===== config.mk =====
export PLATFORM = sky130hd
export DESIGN_NAME = six_step_commutation_scheduler_core_flat
export DESIGN_NICKNAME = d
export VERILOG_FILES = /design/src/hdl/scs_pkg.sv /design/src/hdl/scs_in_if.sv /design/src/hdl/scs_out_if.sv /design/src/hdl/scs_cfg_regs.sv /design/src/hdl/scs_front.sv /design/src/hdl/scs_queue.sv /design/src/hdl/scs_back.sv /design/src/hdl/six_step_commutation_scheduler_core.sv /design/src/flat_wrapper.sv
export SDC_FILE = /design/constraint.sdc
export NUM_CORES = 2
export LEC_CHECK = 0
export BUFFER_PORTS_ARGS = -buffer_cell sky130_fd_sc_hd__buf_4
export CAP_MARGIN = 5
export CORE_UTILIZATION = 60
export DETAILED_ROUTE_END_ITERATION = 8
export PLACE_DENSITY = 0.78
export SLEW_MARGIN = 20
export SYNTH_ARGS = -nofsm -noshare
export SYNTH_HDL_FRONTEND = slang
export SYNTH_SLANG_ARGS = --single-unit

===== constraint.sdc =====
create_clock -name clk -period 11.15 [get_ports clk]
set_input_delay 0.5575 -clock clk [delete_from_list [all_inputs] [get_ports clk]]
set_output_delay 0.5575 -clock clk [all_outputs]
set_load 0.02 [all_outputs]

===== src/hdl/scs_pkg.sv =====
// ----------------------------------------------------------------------------
// scs_pkg
// Shared types and constants of the six-step commutation scheduler.
// ----------------------------------------------------------------------------
`default_nettype none

package scs_pkg;

  localparam int unsigned STEPS          = 6;
  localparam int unsigned EVENTS_PER_RUN = STEPS * 3;
  localparam int unsigned MIN_FREE       = STEPS * 3 + 2;
  localparam int unsigned US_PER_MS      = 1000;
  localparam int unsigned HALF_US_PER_MS = 1000 / 2;
  localparam int unsigned RUN_US_PER_MS  = STEPS * US_PER_MS;

  localparam int unsigned MS_W       = 16;
  localparam int unsigned MASK_W     = 16;
  localparam int unsigned TIME_W     = 32;
  localparam int unsigned SLOT_OUT_W = 6;
  localparam int unsigned READ_W     = 6;
  localparam int unsigned CFG_IDX_W  = 4;
  localparam int unsigned CFG_DATA_W = 16;
  localparam int unsigned STEP_W     = $clog2(STEPS);
  localparam int unsigned PULSE_US_W = MS_W + 10;
  localparam int unsigned GAP_US_W   = MS_W + 9;

  // configuration register indexes
  localparam logic [CFG_IDX_W-1:0] CFG_PULSE_MS  = 4'd0;
  localparam logic [CFG_IDX_W-1:0] CFG_PERIOD_MS = 4'd1;
  localparam logic [CFG_IDX_W-1:0] CFG_MASK_AB   = 4'd2;
  localparam logic [CFG_IDX_W-1:0] CFG_MASK_AC   = 4'd3;
  localparam logic [CFG_IDX_W-1:0] CFG_MASK_BC   = 4'd4;
  localparam logic [CFG_IDX_W-1:0] CFG_MASK_BA   = 4'd5;
  localparam logic [CFG_IDX_W-1:0] CFG_MASK_CA   = 4'd6;
  localparam logic [CFG_IDX_W-1:0] CFG_MASK_CB   = 4'd7;

  // the three events of one commutation step
  typedef enum logic [1:0] {
    PH_OFF_GAP,
    PH_DRIVE,
    PH_OFF_PULSE
  } phase_t;

  typedef struct packed {
    logic [MS_W-1:0]                   pulse_ms;
    logic [MS_W-1:0]                   period_ms;
    logic [STEPS-1:0][MASK_W-1:0]      mask;
    logic [PULSE_US_W-1:0]             pulse_us;
    logic [GAP_US_W-1:0]               gap_us;
    logic [TIME_W-1:0]                 run_us;
  } cfg_t;

endpackage

`default_nettype wire


===== src/hdl/scs_in_if.sv =====
// ----------------------------------------------------------------------------
// scs_in_if
// Trigger channel: current time and the consumer's ring read slot.
// ----------------------------------------------------------------------------
`default_nettype none

interface scs_in_if;
  logic                          valid;
  logic                          ready;
  logic [scs_pkg::TIME_W-1:0]    now_us;
  logic [scs_pkg::READ_W-1:0]    read_index;

  modport source (output valid, output now_us, output read_index, input ready);
  modport sink   (input valid, input now_us, input read_index, output ready);
endinterface

`default_nettype wire


===== src/hdl/scs_out_if.sv =====
// ----------------------------------------------------------------------------
// scs_out_if
// Event channel: one timed ring entry per transfer.
// ----------------------------------------------------------------------------
`default_nettype none

interface scs_out_if;
  logic                             valid;
  logic                             ready;
  logic [scs_pkg::SLOT_OUT_W-1:0]   slot_index;
  logic [scs_pkg::TIME_W-1:0]       event_time_us;
  logic [scs_pkg::MASK_W-1:0]       phase_mask;
  logic                             last_event;

  modport source (output valid, output slot_index, output event_time_us,
                  output phase_mask, output last_event, input ready);
  modport sink   (input valid, input slot_index, input event_time_us,
                  input phase_mask, input last_event, output ready);
endinterface

`default_nettype wire


===== src/hdl/scs_cfg_regs.sv =====
// ----------------------------------------------------------------------------
// scs_cfg_regs
// Configuration registers plus registered microsecond timing derived from them.
// ----------------------------------------------------------------------------
`default_nettype none

module scs_cfg_regs (
  input  wire logic                               clk,
  input  wire logic                               rst_n,
  input  wire logic                               cfg_we,
  input  wire logic [scs_pkg::CFG_IDX_W-1:0]      cfg_index,
  input  wire logic [scs_pkg::CFG_DATA_W-1:0]     cfg_wdata,
  output scs_pkg::cfg_t                           cfg
);

  logic [scs_pkg::MS_W-1:0]                       pulse_ms_r;
  logic [scs_pkg::MS_W-1:0]                       period_ms_r;
  logic [scs_pkg::STEPS-1:0][scs_pkg::MASK_W-1:0] mask_r;
  logic [scs_pkg::PULSE_US_W-1:0]                 pulse_us_r;
  logic [scs_pkg::GAP_US_W-1:0]                   gap_us_r;
  logic [scs_pkg::TIME_W-1:0]                     run_us_r;
  logic [scs_pkg::MS_W-1:0]                       pulse_ms_nxt;
  logic [scs_pkg::MS_W-1:0]                       period_ms_nxt;
  logic [scs_pkg::MS_W-1:0]                       diff_ms;
  logic [scs_pkg::PULSE_US_W-1:0]                 pulse_us_nxt;
  logic [scs_pkg::GAP_US_W-1:0]                   gap_us_nxt;
  logic [scs_pkg::TIME_W-1:0]                     run_us_nxt;

  always_comb begin
    // derive from the values being written so timing tracks the registers
    pulse_ms_nxt  = pulse_ms_r;
    period_ms_nxt = period_ms_r;
    if (cfg_we && (cfg_index == scs_pkg::CFG_PULSE_MS)) begin
      pulse_ms_nxt = cfg_wdata;
    end
    if (cfg_we && (cfg_index == scs_pkg::CFG_PERIOD_MS)) begin
      period_ms_nxt = cfg_wdata;
    end
    diff_ms      = period_ms_nxt - pulse_ms_nxt;
    pulse_us_nxt = scs_pkg::PULSE_US_W'(pulse_ms_nxt)
                 * scs_pkg::PULSE_US_W'(scs_pkg::US_PER_MS);
    gap_us_nxt   = scs_pkg::GAP_US_W'(diff_ms)
                 * scs_pkg::GAP_US_W'(scs_pkg::HALF_US_PER_MS);
    // whole run of six steps spans exactly six periods
    run_us_nxt   = scs_pkg::TIME_W'(period_ms_nxt)
                 * scs_pkg::TIME_W'(scs_pkg::RUN_US_PER_MS);
  end

  always_ff @(posedge clk) begin
    if (!rst_n) begin
      pulse_ms_r  <= '0;
      period_ms_r <= '0;
      mask_r      <= '0;
      pulse_us_r  <= '0;
      gap_us_r    <= '0;
      run_us_r    <= '0;
    end else begin
      pulse_us_r <= pulse_us_nxt;
      gap_us_r   <= gap_us_nxt;
      run_us_r   <= run_us_nxt;
      if (cfg_we) begin
        unique case (cfg_index)
          scs_pkg::CFG_PULSE_MS:  pulse_ms_r  <= cfg_wdata;
          scs_pkg::CFG_PERIOD_MS: period_ms_r <= cfg_wdata;
          scs_pkg::CFG_MASK_AB:   mask_r[0]   <= cfg_wdata;
          scs_pkg::CFG_MASK_AC:   mask_r[1]   <= cfg_wdata;
          scs_pkg::CFG_MASK_BC:   mask_r[2]   <= cfg_wdata;
          scs_pkg::CFG_MASK_BA:   mask_r[3]   <= cfg_wdata;
          scs_pkg::CFG_MASK_CA:   mask_r[4]   <= cfg_wdata;
          scs_pkg::CFG_MASK_CB:   mask_r[5]   <= cfg_wdata;
          default: ;
        endcase
      end
    end
  end

  always_comb begin
    cfg.pulse_ms  = pulse_ms_r;
    cfg.period_ms = period_ms_r;
    cfg.mask      = mask_r;
    cfg.pulse_us  = pulse_us_r;
    cfg.gap_us    = gap_us_r;
    cfg.run_us    = run_us_r;
  end

endmodule

`default_nettype wire


===== src/hdl/scs_front.sv =====
// ----------------------------------------------------------------------------
// scs_front
// Accepts triggers, checks timing and ring space, picks the start time and
// books ring slots; passes each run to the queue.
// ----------------------------------------------------------------------------
`default_nettype none

module scs_front #(
  parameter int unsigned RING_SLOTS = 64
) (
  input  wire logic                          clk,
  input  wire logic                          rst_n,
  scs_in_if.sink                             in_ch,
  input  wire scs_pkg::cfg_t                 cfg,
  input  wire logic                          q_full,
  output logic                               q_push,
  output logic [scs_pkg::TIME_W+$clog2(RING_SLOTS)-1:0] q_data
);

  localparam int unsigned IDX_W    = $clog2(RING_SLOTS);
  localparam int unsigned FW       = IDX_W + 1;
  localparam int unsigned RW       = ((IDX_W > scs_pkg::READ_W) ? IDX_W : scs_pkg::READ_W) + 1;
  localparam int unsigned RD_STEPS = (1 << scs_pkg::READ_W) / RING_SLOTS + 1;

  logic [IDX_W-1:0]            wr_r,   wr_nxt;
  logic [scs_pkg::TIME_W-1:0]  last_r, last_nxt;
  logic [RW-1:0]               rd_ext;
  logic [IDX_W-1:0]            rd;
  logic [FW-1:0]               free_slots;
  logic [FW-1:0]               wr_sum;
  logic [scs_pkg::TIME_W-1:0]  t_base;
  logic [scs_pkg::TIME_W-1:0]  start;
  logic                        timing_ok;
  logic                        space_ok;
  logic                        xfer;

  always_comb begin
    // reduce the read slot into the ring
    rd_ext = RW'(in_ch.read_index);
    for (int i = 0; i < RD_STEPS; i++) begin
      if (rd_ext >= RW'(RING_SLOTS)) begin
        rd_ext = rd_ext - RW'(RING_SLOTS);
      end
    end
    rd = rd_ext[IDX_W-1:0];

    if (rd == wr_r) begin
      free_slots = FW'(RING_SLOTS);
    end else if (rd > wr_r) begin
      free_slots = FW'(rd) - FW'(wr_r);
    end else begin
      free_slots = FW'(rd) + FW'(RING_SLOTS) - FW'(wr_r);
    end

    timing_ok = (cfg.pulse_ms != '0) && (cfg.pulse_ms <= cfg.period_ms);
    space_ok  = free_slots >= FW'(scs_pkg::MIN_FREE);

    // an empty ring restarts from now
    t_base = (rd == wr_r) ? '0 : last_r;
    start  = (in_ch.now_us > t_base) ? in_ch.now_us : t_base;

    wr_sum = FW'(wr_r) + FW'(scs_pkg::EVENTS_PER_RUN);
    if (wr_sum >= FW'(RING_SLOTS)) begin
      wr_sum = wr_sum - FW'(RING_SLOTS);
    end
    wr_nxt   = wr_sum[IDX_W-1:0];
    last_nxt = start + cfg.run_us;
  end

  assign in_ch.ready = !q_full;
  assign xfer        = in_ch.valid && !q_full;
  assign q_push      = xfer && timing_ok && space_ok;
  assign q_data      = {start, wr_r};

  always_ff @(posedge clk) begin
    if (!rst_n) begin
      wr_r   <= '0;
      last_r <= '0;
    end else if (q_push) begin
      wr_r   <= wr_nxt;
      last_r <= last_nxt;
    end
  end

endmodule

`default_nettype wire


===== src/hdl/scs_queue.sv =====
// ----------------------------------------------------------------------------
// scs_queue
// Two-entry queue of booked runs between front and back.
// ----------------------------------------------------------------------------
`default_nettype none

module scs_queue #(
  parameter int unsigned W = 38
) (
  input  wire logic          clk,
  input  wire logic          rst_n,
  input  wire logic          push,
  input  wire logic [W-1:0]  push_data,
  input  wire logic          pop,
  output logic               q_valid,
  output logic               q_full,
  output logic [W-1:0]       q_data
);

  logic [1:0][W-1:0] ent_r;
  logic [1:0]        cnt_r, cnt_nxt;
  logic              head_r;
  logic              tail_r;

  assign q_valid = cnt_r != 2'd0;
  assign q_full  = cnt_r == 2'd2;
  assign q_data  = ent_r[head_r];

  always_comb begin
    cnt_nxt = cnt_r;
    if (push && !(pop && q_valid)) begin
      cnt_nxt = cnt_r + 2'd1;
    end else if (!push && pop && q_valid) begin
      cnt_nxt = cnt_r - 2'd1;
    end
  end

  always_ff @(posedge clk) begin
    if (!rst_n) begin
      cnt_r  <= '0;
      head_r <= 1'b0;
      tail_r <= 1'b0;
    end else begin
      cnt_r <= cnt_nxt;
      if (push) begin
        tail_r <= !tail_r;
      end
      if (pop && q_valid) begin
        head_r <= !head_r;
      end
    end
  end

  always_ff @(posedge clk) begin
    if (push) begin
      ent_r[tail_r] <= push_data;
    end
  end

endmodule

`default_nettype wire


===== src/hdl/scs_back.sv =====
// ----------------------------------------------------------------------------
// scs_back
// Sequencer that walks six steps of three events each, accumulating time
// and slot, into a registered output stage.
// ----------------------------------------------------------------------------
`default_nettype none

module scs_back #(
  parameter int unsigned RING_SLOTS = 64
) (
  input  wire logic                          clk,
  input  wire logic                          rst_n,
  input  wire scs_pkg::cfg_t                 cfg,
  input  wire logic                          q_valid,
  input  wire logic [scs_pkg::TIME_W+$clog2(RING_SLOTS)-1:0] q_data,
  output logic                               q_pop,
  scs_out_if.source                          out_ch
);

  localparam int unsigned IDX_W = $clog2(RING_SLOTS);

  logic                              busy_r;
  scs_pkg::phase_t                   phase_r;
  logic [scs_pkg::STEP_W-1:0]        step_r;
  logic [scs_pkg::TIME_W-1:0]        t_r;
  logic [IDX_W-1:0]                  slot_r;
  logic                              out_valid_r;
  logic [scs_pkg::SLOT_OUT_W-1:0]    out_slot_r;
  logic [scs_pkg::TIME_W-1:0]        out_time_r;
  logic [scs_pkg::MASK_W-1:0]        out_mask_r;
  logic                              out_last_r;

  logic                              advance;
  logic                              last_ev;
  logic [scs_pkg::TIME_W-1:0]        t_nxt;
  logic [IDX_W-1:0]                  slot_nxt;
  logic [scs_pkg::MASK_W-1:0]        mask_nxt;

  always_comb begin
    advance = busy_r && (!out_valid_r || out_ch.ready);
    last_ev = (step_r == scs_pkg::STEP_W'(scs_pkg::STEPS - 1))
           && (phase_r == scs_pkg::PH_OFF_PULSE);
    q_pop   = q_valid && (!busy_r || (advance && last_ev));

    if (phase_r == scs_pkg::PH_OFF_PULSE) begin
      t_nxt = t_r + scs_pkg::TIME_W'(cfg.pulse_us);
    end else begin
      t_nxt = t_r + scs_pkg::TIME_W'(cfg.gap_us);
    end

    slot_nxt = (slot_r == IDX_W'(RING_SLOTS - 1)) ? '0 : slot_r + IDX_W'(1);
    mask_nxt = (phase_r == scs_pkg::PH_DRIVE) ? cfg.mask[step_r] : '0;
  end

  always_ff @(posedge clk) begin
    if (!rst_n) begin
      busy_r      <= 1'b0;
      phase_r     <= scs_pkg::PH_OFF_GAP;
      step_r      <= '0;
      out_valid_r <= 1'b0;
    end else begin
      if (advance) begin
        out_valid_r <= 1'b1;
      end else if (out_ch.ready) begin
        out_valid_r <= 1'b0;
      end

      if (q_pop) begin
        busy_r  <= 1'b1;
        phase_r <= scs_pkg::PH_OFF_GAP;
        step_r  <= '0;
      end else if (advance) begin
        if (last_ev) begin
          busy_r <= 1'b0;
        end
        unique case (phase_r)
          scs_pkg::PH_OFF_GAP: phase_r <= scs_pkg::PH_DRIVE;
          scs_pkg::PH_DRIVE:   phase_r <= scs_pkg::PH_OFF_PULSE;
          scs_pkg::PH_OFF_PULSE: begin
            phase_r <= scs_pkg::PH_OFF_GAP;
            step_r  <= step_r + scs_pkg::STEP_W'(1);
          end
          default: phase_r <= scs_pkg::PH_OFF_GAP;
        endcase
      end
    end
  end

  // payload: time and slot accumulators, output stage
  always_ff @(posedge clk) begin
    if (q_pop) begin
      t_r    <= q_data[scs_pkg::TIME_W+IDX_W-1:IDX_W];
      slot_r <= q_data[IDX_W-1:0];
    end else if (advance) begin
      t_r    <= t_nxt;
      slot_r <= slot_nxt;
    end
    if (advance) begin
      out_slot_r <= scs_pkg::SLOT_OUT_W'(slot_r);
      out_time_r <= t_nxt;
      out_mask_r <= mask_nxt;
      out_last_r <= last_ev;
    end
  end

  assign out_ch.valid         = out_valid_r;
  assign out_ch.slot_index    = out_slot_r;
  assign out_ch.event_time_us = out_time_r;
  assign out_ch.phase_mask    = out_mask_r;
  assign out_ch.last_event    = out_last_r;

endmodule

`default_nettype wire


===== src/hdl/six_step_commutation_scheduler_core.sv =====
// ----------------------------------------------------------------------------
// six_step_commutation_scheduler_core
// Turns each motor trigger into eighteen timed ring entries (six commutation
// steps of off / drive / off) when timing is valid and the ring has room.
//
//   Channel   Direction  Carries                                   Transfer
//   in_ch     sink       now_us, read_index                        valid & ready
//   out_ch    source     slot_index, event_time_us, phase_mask,    valid & ready
//                        last_event
//   cfg_*     sink       cfg_index, cfg_wdata                      cfg_we
//
// A run yields one entry per cycle while the output is ready, paced by the
// back-end sequencer's single time adder. Rejected triggers yield nothing.
// Up to two booked runs wait in the queue while the output stalls; the front
// keeps taking triggers until it fills. Reset is synchronous and clears the
// control and config registers but not the payload, with no clearing pass.
// ----------------------------------------------------------------------------
`default_nettype none

module six_step_commutation_scheduler_core #(
  parameter int unsigned RING_SLOTS = 64
) (
  input  wire logic                            clk,
  input  wire logic                            rst_n,
  scs_in_if.sink                               in_ch,
  scs_out_if.source                            out_ch,
  input  wire logic                            cfg_we,
  input  wire logic [scs_pkg::CFG_IDX_W-1:0]   cfg_index,
  input  wire logic [scs_pkg::CFG_DATA_W-1:0]  cfg_wdata
);

  localparam int unsigned QW = scs_pkg::TIME_W + $clog2(RING_SLOTS);

  scs_pkg::cfg_t   cfg;
  logic            q_push;
  logic            q_pop;
  logic            q_valid;
  logic            q_full;
  logic [QW-1:0]   push_data;
  logic [QW-1:0]   q_data;

  scs_cfg_regs u_cfg (
    .clk       (clk),
    .rst_n     (rst_n),
    .cfg_we    (cfg_we),
    .cfg_index (cfg_index),
    .cfg_wdata (cfg_wdata),
    .cfg       (cfg)
  );

  scs_front #(.RING_SLOTS(RING_SLOTS)) u_front (
    .clk    (clk),
    .rst_n  (rst_n),
    .in_ch  (in_ch),
    .cfg    (cfg),
    .q_full (q_full),
    .q_push (q_push),
    .q_data (push_data)
  );

  scs_queue #(.W(QW)) u_queue (
    .clk       (clk),
    .rst_n     (rst_n),
    .push      (q_push),
    .push_data (push_data),
    .pop       (q_pop),
    .q_valid   (q_valid),
    .q_full    (q_full),
    .q_data    (q_data)
  );

  scs_back #(.RING_SLOTS(RING_SLOTS)) u_back (
    .clk     (clk),
    .rst_n   (rst_n),
    .cfg     (cfg),
    .q_valid (q_valid),
    .q_data  (q_data),
    .q_pop   (q_pop),
    .out_ch  (out_ch)
  );

endmodule

`default_nettype wire


===== src/flat_wrapper.sv =====
// flat-port wrapper written by rule: the top's interface ports become plain ports
module six_step_commutation_scheduler_core_flat 
#(
  parameter int unsigned RING_SLOTS = 64
)
  (clk, rst_n, cfg_we, cfg_index, cfg_wdata, in_ch_valid, in_ch_now_us, in_ch_read_index, in_ch_ready, out_ch_valid, out_ch_slot_index, out_ch_event_time_us, out_ch_phase_mask, out_ch_last_event, out_ch_ready);
  scs_in_if in_ch_i ();
  scs_out_if out_ch_i ();
  input  wire logic clk;
  input  wire logic rst_n;
  input  wire logic cfg_we;
  input  wire logic [scs_pkg::CFG_IDX_W-1:0] cfg_index;
  input  wire logic [scs_pkg::CFG_DATA_W-1:0] cfg_wdata;
  input wire logic [$bits(in_ch_i.valid)-1:0] in_ch_valid;
  input wire logic [$bits(in_ch_i.now_us)-1:0] in_ch_now_us;
  input wire logic [$bits(in_ch_i.read_index)-1:0] in_ch_read_index;
  output wire logic [$bits(in_ch_i.ready)-1:0] in_ch_ready;
  output wire logic [$bits(out_ch_i.valid)-1:0] out_ch_valid;
  output wire logic [$bits(out_ch_i.slot_index)-1:0] out_ch_slot_index;
  output wire logic [$bits(out_ch_i.event_time_us)-1:0] out_ch_event_time_us;
  output wire logic [$bits(out_ch_i.phase_mask)-1:0] out_ch_phase_mask;
  output wire logic [$bits(out_ch_i.last_event)-1:0] out_ch_last_event;
  input wire logic [$bits(out_ch_i.ready)-1:0] out_ch_ready;
  assign in_ch_i.valid = in_ch_valid;
  assign in_ch_i.now_us = in_ch_now_us;
  assign in_ch_i.read_index = in_ch_read_index;
  assign in_ch_ready = in_ch_i.ready;
  assign out_ch_valid = out_ch_i.valid;
  assign out_ch_slot_index = out_ch_i.slot_index;
  assign out_ch_event_time_us = out_ch_i.event_time_us;
  assign out_ch_phase_mask = out_ch_i.phase_mask;
  assign out_ch_last_event = out_ch_i.last_event;
  assign out_ch_i.ready = out_ch_ready;
  six_step_commutation_scheduler_core #(.RING_SLOTS(RING_SLOTS)) u_core (.clk(clk), .rst_n(rst_n), .in_ch(in_ch_i), .out_ch(out_ch_i), .cfg_we(cfg_we), .cfg_index(cfg_index), .cfg_wdata(cfg_wdata));
endmodule

==> reports/results.ini <==
[synthesis]
synthFlopType = dfxtp_1
syn_area_um2 = 30200
synth-seq-area-share_pct = 33.0
ys_types = 81
synth_edf_count = 167
ys_async_sr_fraction_pct = 0
syn-instance-count = 3199
avgSynthCellArea_um2 = 9.43
ys_seq_elements = 414
syn_nets = 3737
synth_warnings = 0

[detailed_routing]
wire_per_inst_um = 19.3
num_vias = 23700
drc = 0
drt_pass1_iterations = 6
routed_wl_um = 76700
drt_iter0_markers = 1879
via_per_inst = 5.97
ant_nets = 0

[placed_design]
placed_cells = 3884
gp_congestion = 1.00
place_area_um2 = 31700
dp_hpwl_um = 58200
io_buffers = 119
pre_cts_ws_ns = 1.75

[floorplanning]
initial_core_util_pct = 61.2
core_area_um2 = 49300
die-area_um2 = 51200
die_h_um = 226
dieWidth_um = 226
ios = 120
rows = 81

[critical_path]
crit_buf_inv = 5
critPathKind = in -> reg
cp.required_ns = 11.65
crit_path_start_kind = input port
cp-end-kind = register
crit_fanout = 19
cpPeakStageDelay_ns = 0.84
cp_top_family = compound AO/OA/AOI/OAI gates
crit_slowest_cell = or4b_1
critPathArrivalTime_ns = 9.35

[clock_network]
post_cts_buffers = 0
clk_latency_ns = 0.59
clockRootBuffer = clkbuf_16
cts_num_sinks = 414
max-clock-path-buffers = 3
cts_resized = 0
htree_levels = 2
cts_hold_buf = 0
cts_tree = yes
clk_pin_slew_ns = 0.06
cts_made_buffers = 45

[global_route]
grt_pass1_vias = 23100
grt_pass1_wl_um = 121000
grt_start_max_net_pins = 107
grt_use_total_pct = 30.1
grt_antenna_before_repair = 1
gr-total-overflow = 0

[final_layout]
final_nets = 3806
layout_common_cells = 346 x nand2_1, 311 x ha_1, 296 x inv_1
antenna_cells = 0
fin_area_um2 = 33200
fin_cells = 3966
drive_gt1_share_pct = 8.96
mostFrequentLayoutCell = nand2_1
area_delta_synth_final_pct = 10.1

[power]
leakage_uw = 0.0149
p_per_area_nw_per_um2 = 200
peakVddDrop_v = 0.000253

[timing]
min_period_over_period_pct = 79.3
fmax_mhz = 113
slew_headroom_pct = 21.4
drv_slew = 0
final_hold_viol_count = 0
setup_viol = 0
fin_setup_tns_ns = 0
fin_ws_ns = 2.30
min_period_ns = 8.85
fin_hold_ws_ns = 0.291
skew_ns = 0.0234
rsz0062_at_grt = no
worst_pin_slew_ns = 1.17

[flow_run]
max_cap_violations = 0

[run_status]
run_status = completed

[min_path]
hold_class = in -> reg

==> cell families after synthesis <==
group,Yosys count,synth area share [%]
muxes,123,4.82
buffers and inverters,432,5.39
adders and majority gates,477,23.9
xor gates and xnor gates,158,4.61
and+or+nand+nor,894,13.5
DFF,414,33.0
AOI/OAI and AO/OA,701,14.7
==> cells in the mapped netlist, drive strengths merged, types with 8 or more instances <==
| cell | number | area (um2) |
|---|---|---|
| a211oi | 23 | 173 |
| a21o | 71 | 533 |
| a21oi | 252 | 1270 |
| a22oi | 18 | 135 |
| a31oi | 21 | 131 |
| a41oi | 8 | 70.1 |
| and2 | 41 | 257 |
| and3 | 15 | 93.8 |
| buf | 15 | 60.1 |
| clkbuf | 114 | 428 |
| dfxtp | 247 | 4940 |
| edfxtp | 167 | 5010 |
| fa | 164 | 3280 |
| ha | 311 | 3890 |
| inv | 301 | 1130 |
| mux2 | 18 | 203 |
| mux2i | 89 | 891 |
| mux4 | 16 | 360 |
| nand2 | 346 | 1300 |
| nand2b | 37 | 231 |
| nand3 | 71 | 355 |
| nand4 | 20 | 125 |
| nor2 | 231 | 877 |
| nor2b | 30 | 188 |
| nor3 | 39 | 200 |
| nor3b | 9 | 67.6 |
| nor4 | 11 | 68.8 |
| o211ai | 21 | 163 |
| o21a | 47 | 353 |
| o21ai | 129 | 646 |
| o21bai | 20 | 154 |
| o22ai | 8 | 50.1 |
| o31ai | 14 | 119 |
| or2 | 10 | 62.6 |
| or3 | 19 | 119 |
| xnor2 | 111 | 972 |
| xor2 | 47 | 419 |
==> cell type report <==
class	instances	area [um2]
Inverter	303	1140
Clock inverter	21	243
Timing Repair Buffer	151	1150
Tap cell	664	831
Multi-Input combinational cell	2353	18600
Sequential cell	414	9960
Fill cell	3896	16000
Clock buffer	60	1270
==> path summary, 6_finish.rpt <==
check / slack (ns) / startpoint / depth (start not counted) / to
worst max-delay path: 2.30 / cfg_index[1] / 30 / u_core.u_cfg.gap_us_r[23]
worst min-delay path: 0.29 / cfg_wdata[13] / 3 / u_core.u_cfg.cfg[144]
worst max register to register: 3.57 / u_core.u_cfg.pulse_ms_r[1] / 26 / u_core.u_cfg.gap_us_r[23]
worst min register to register: 0.45 / u_core.u_cfg.cfg[138] / 2 / u_core.u_cfg.cfg[138]
==> tightest hold or removal path, delay by kind of cell <==
family | cells | cell delay [ns]
compound gates | 1 | 0.05
buf+inv | 1 | 0.16
simple gates | 1 | 0.06
==> stage by stage <==
stage | total power, uW | utilization, %
after floorplan | 4350 | -
after global placement | 4980 | 64.3
after detailed placement | 5100 | 64.3
after CTS | 6640 | 67.4
after global routing | 7120 | 67.4
final | 6630 | 67.4
==> registers in the layout, indices dropped and copies added (netlist names), 23 cells and up <==
name,count
u_core.u_back.t_r,32
u_core.u_cfg.gap_us_r,23
u_core.u_cfg.run_us_r,25
u_core.u_cfg.cfg,96
u_core.u_back.out_ch.event_time_us,32
u_core.u_queue.ent_r,74
u_core.u_cfg.pulse_us_r,23
u_core.u_front.last_r,32
==> routing by layer <==
| metal | vias to the layer above | routed length, um | global-route usage (%) |
|---|---|---|---|
| met3 | 146 | 4710 | 3.15 |
| met4 | 0 | 2960 | 12.1 |
| met1 | 11500 | 33100 | 40.8 |
| met5 | - | 0 | 0 |
| met2 | 799 | 36000 | 49.3 |
| li1 | 11200 | - | - |
==> where the power goes <==
group | total [uW] | switching [uW] | internal, uW
Sequential | 1880 | 96.1 | 1780
Combinational | 3230 | 1870 | 1360
Clock | 1530 | 627 | 903
Total | 6630 | 2590 | 4040
(Power assumes the default switching activity.)
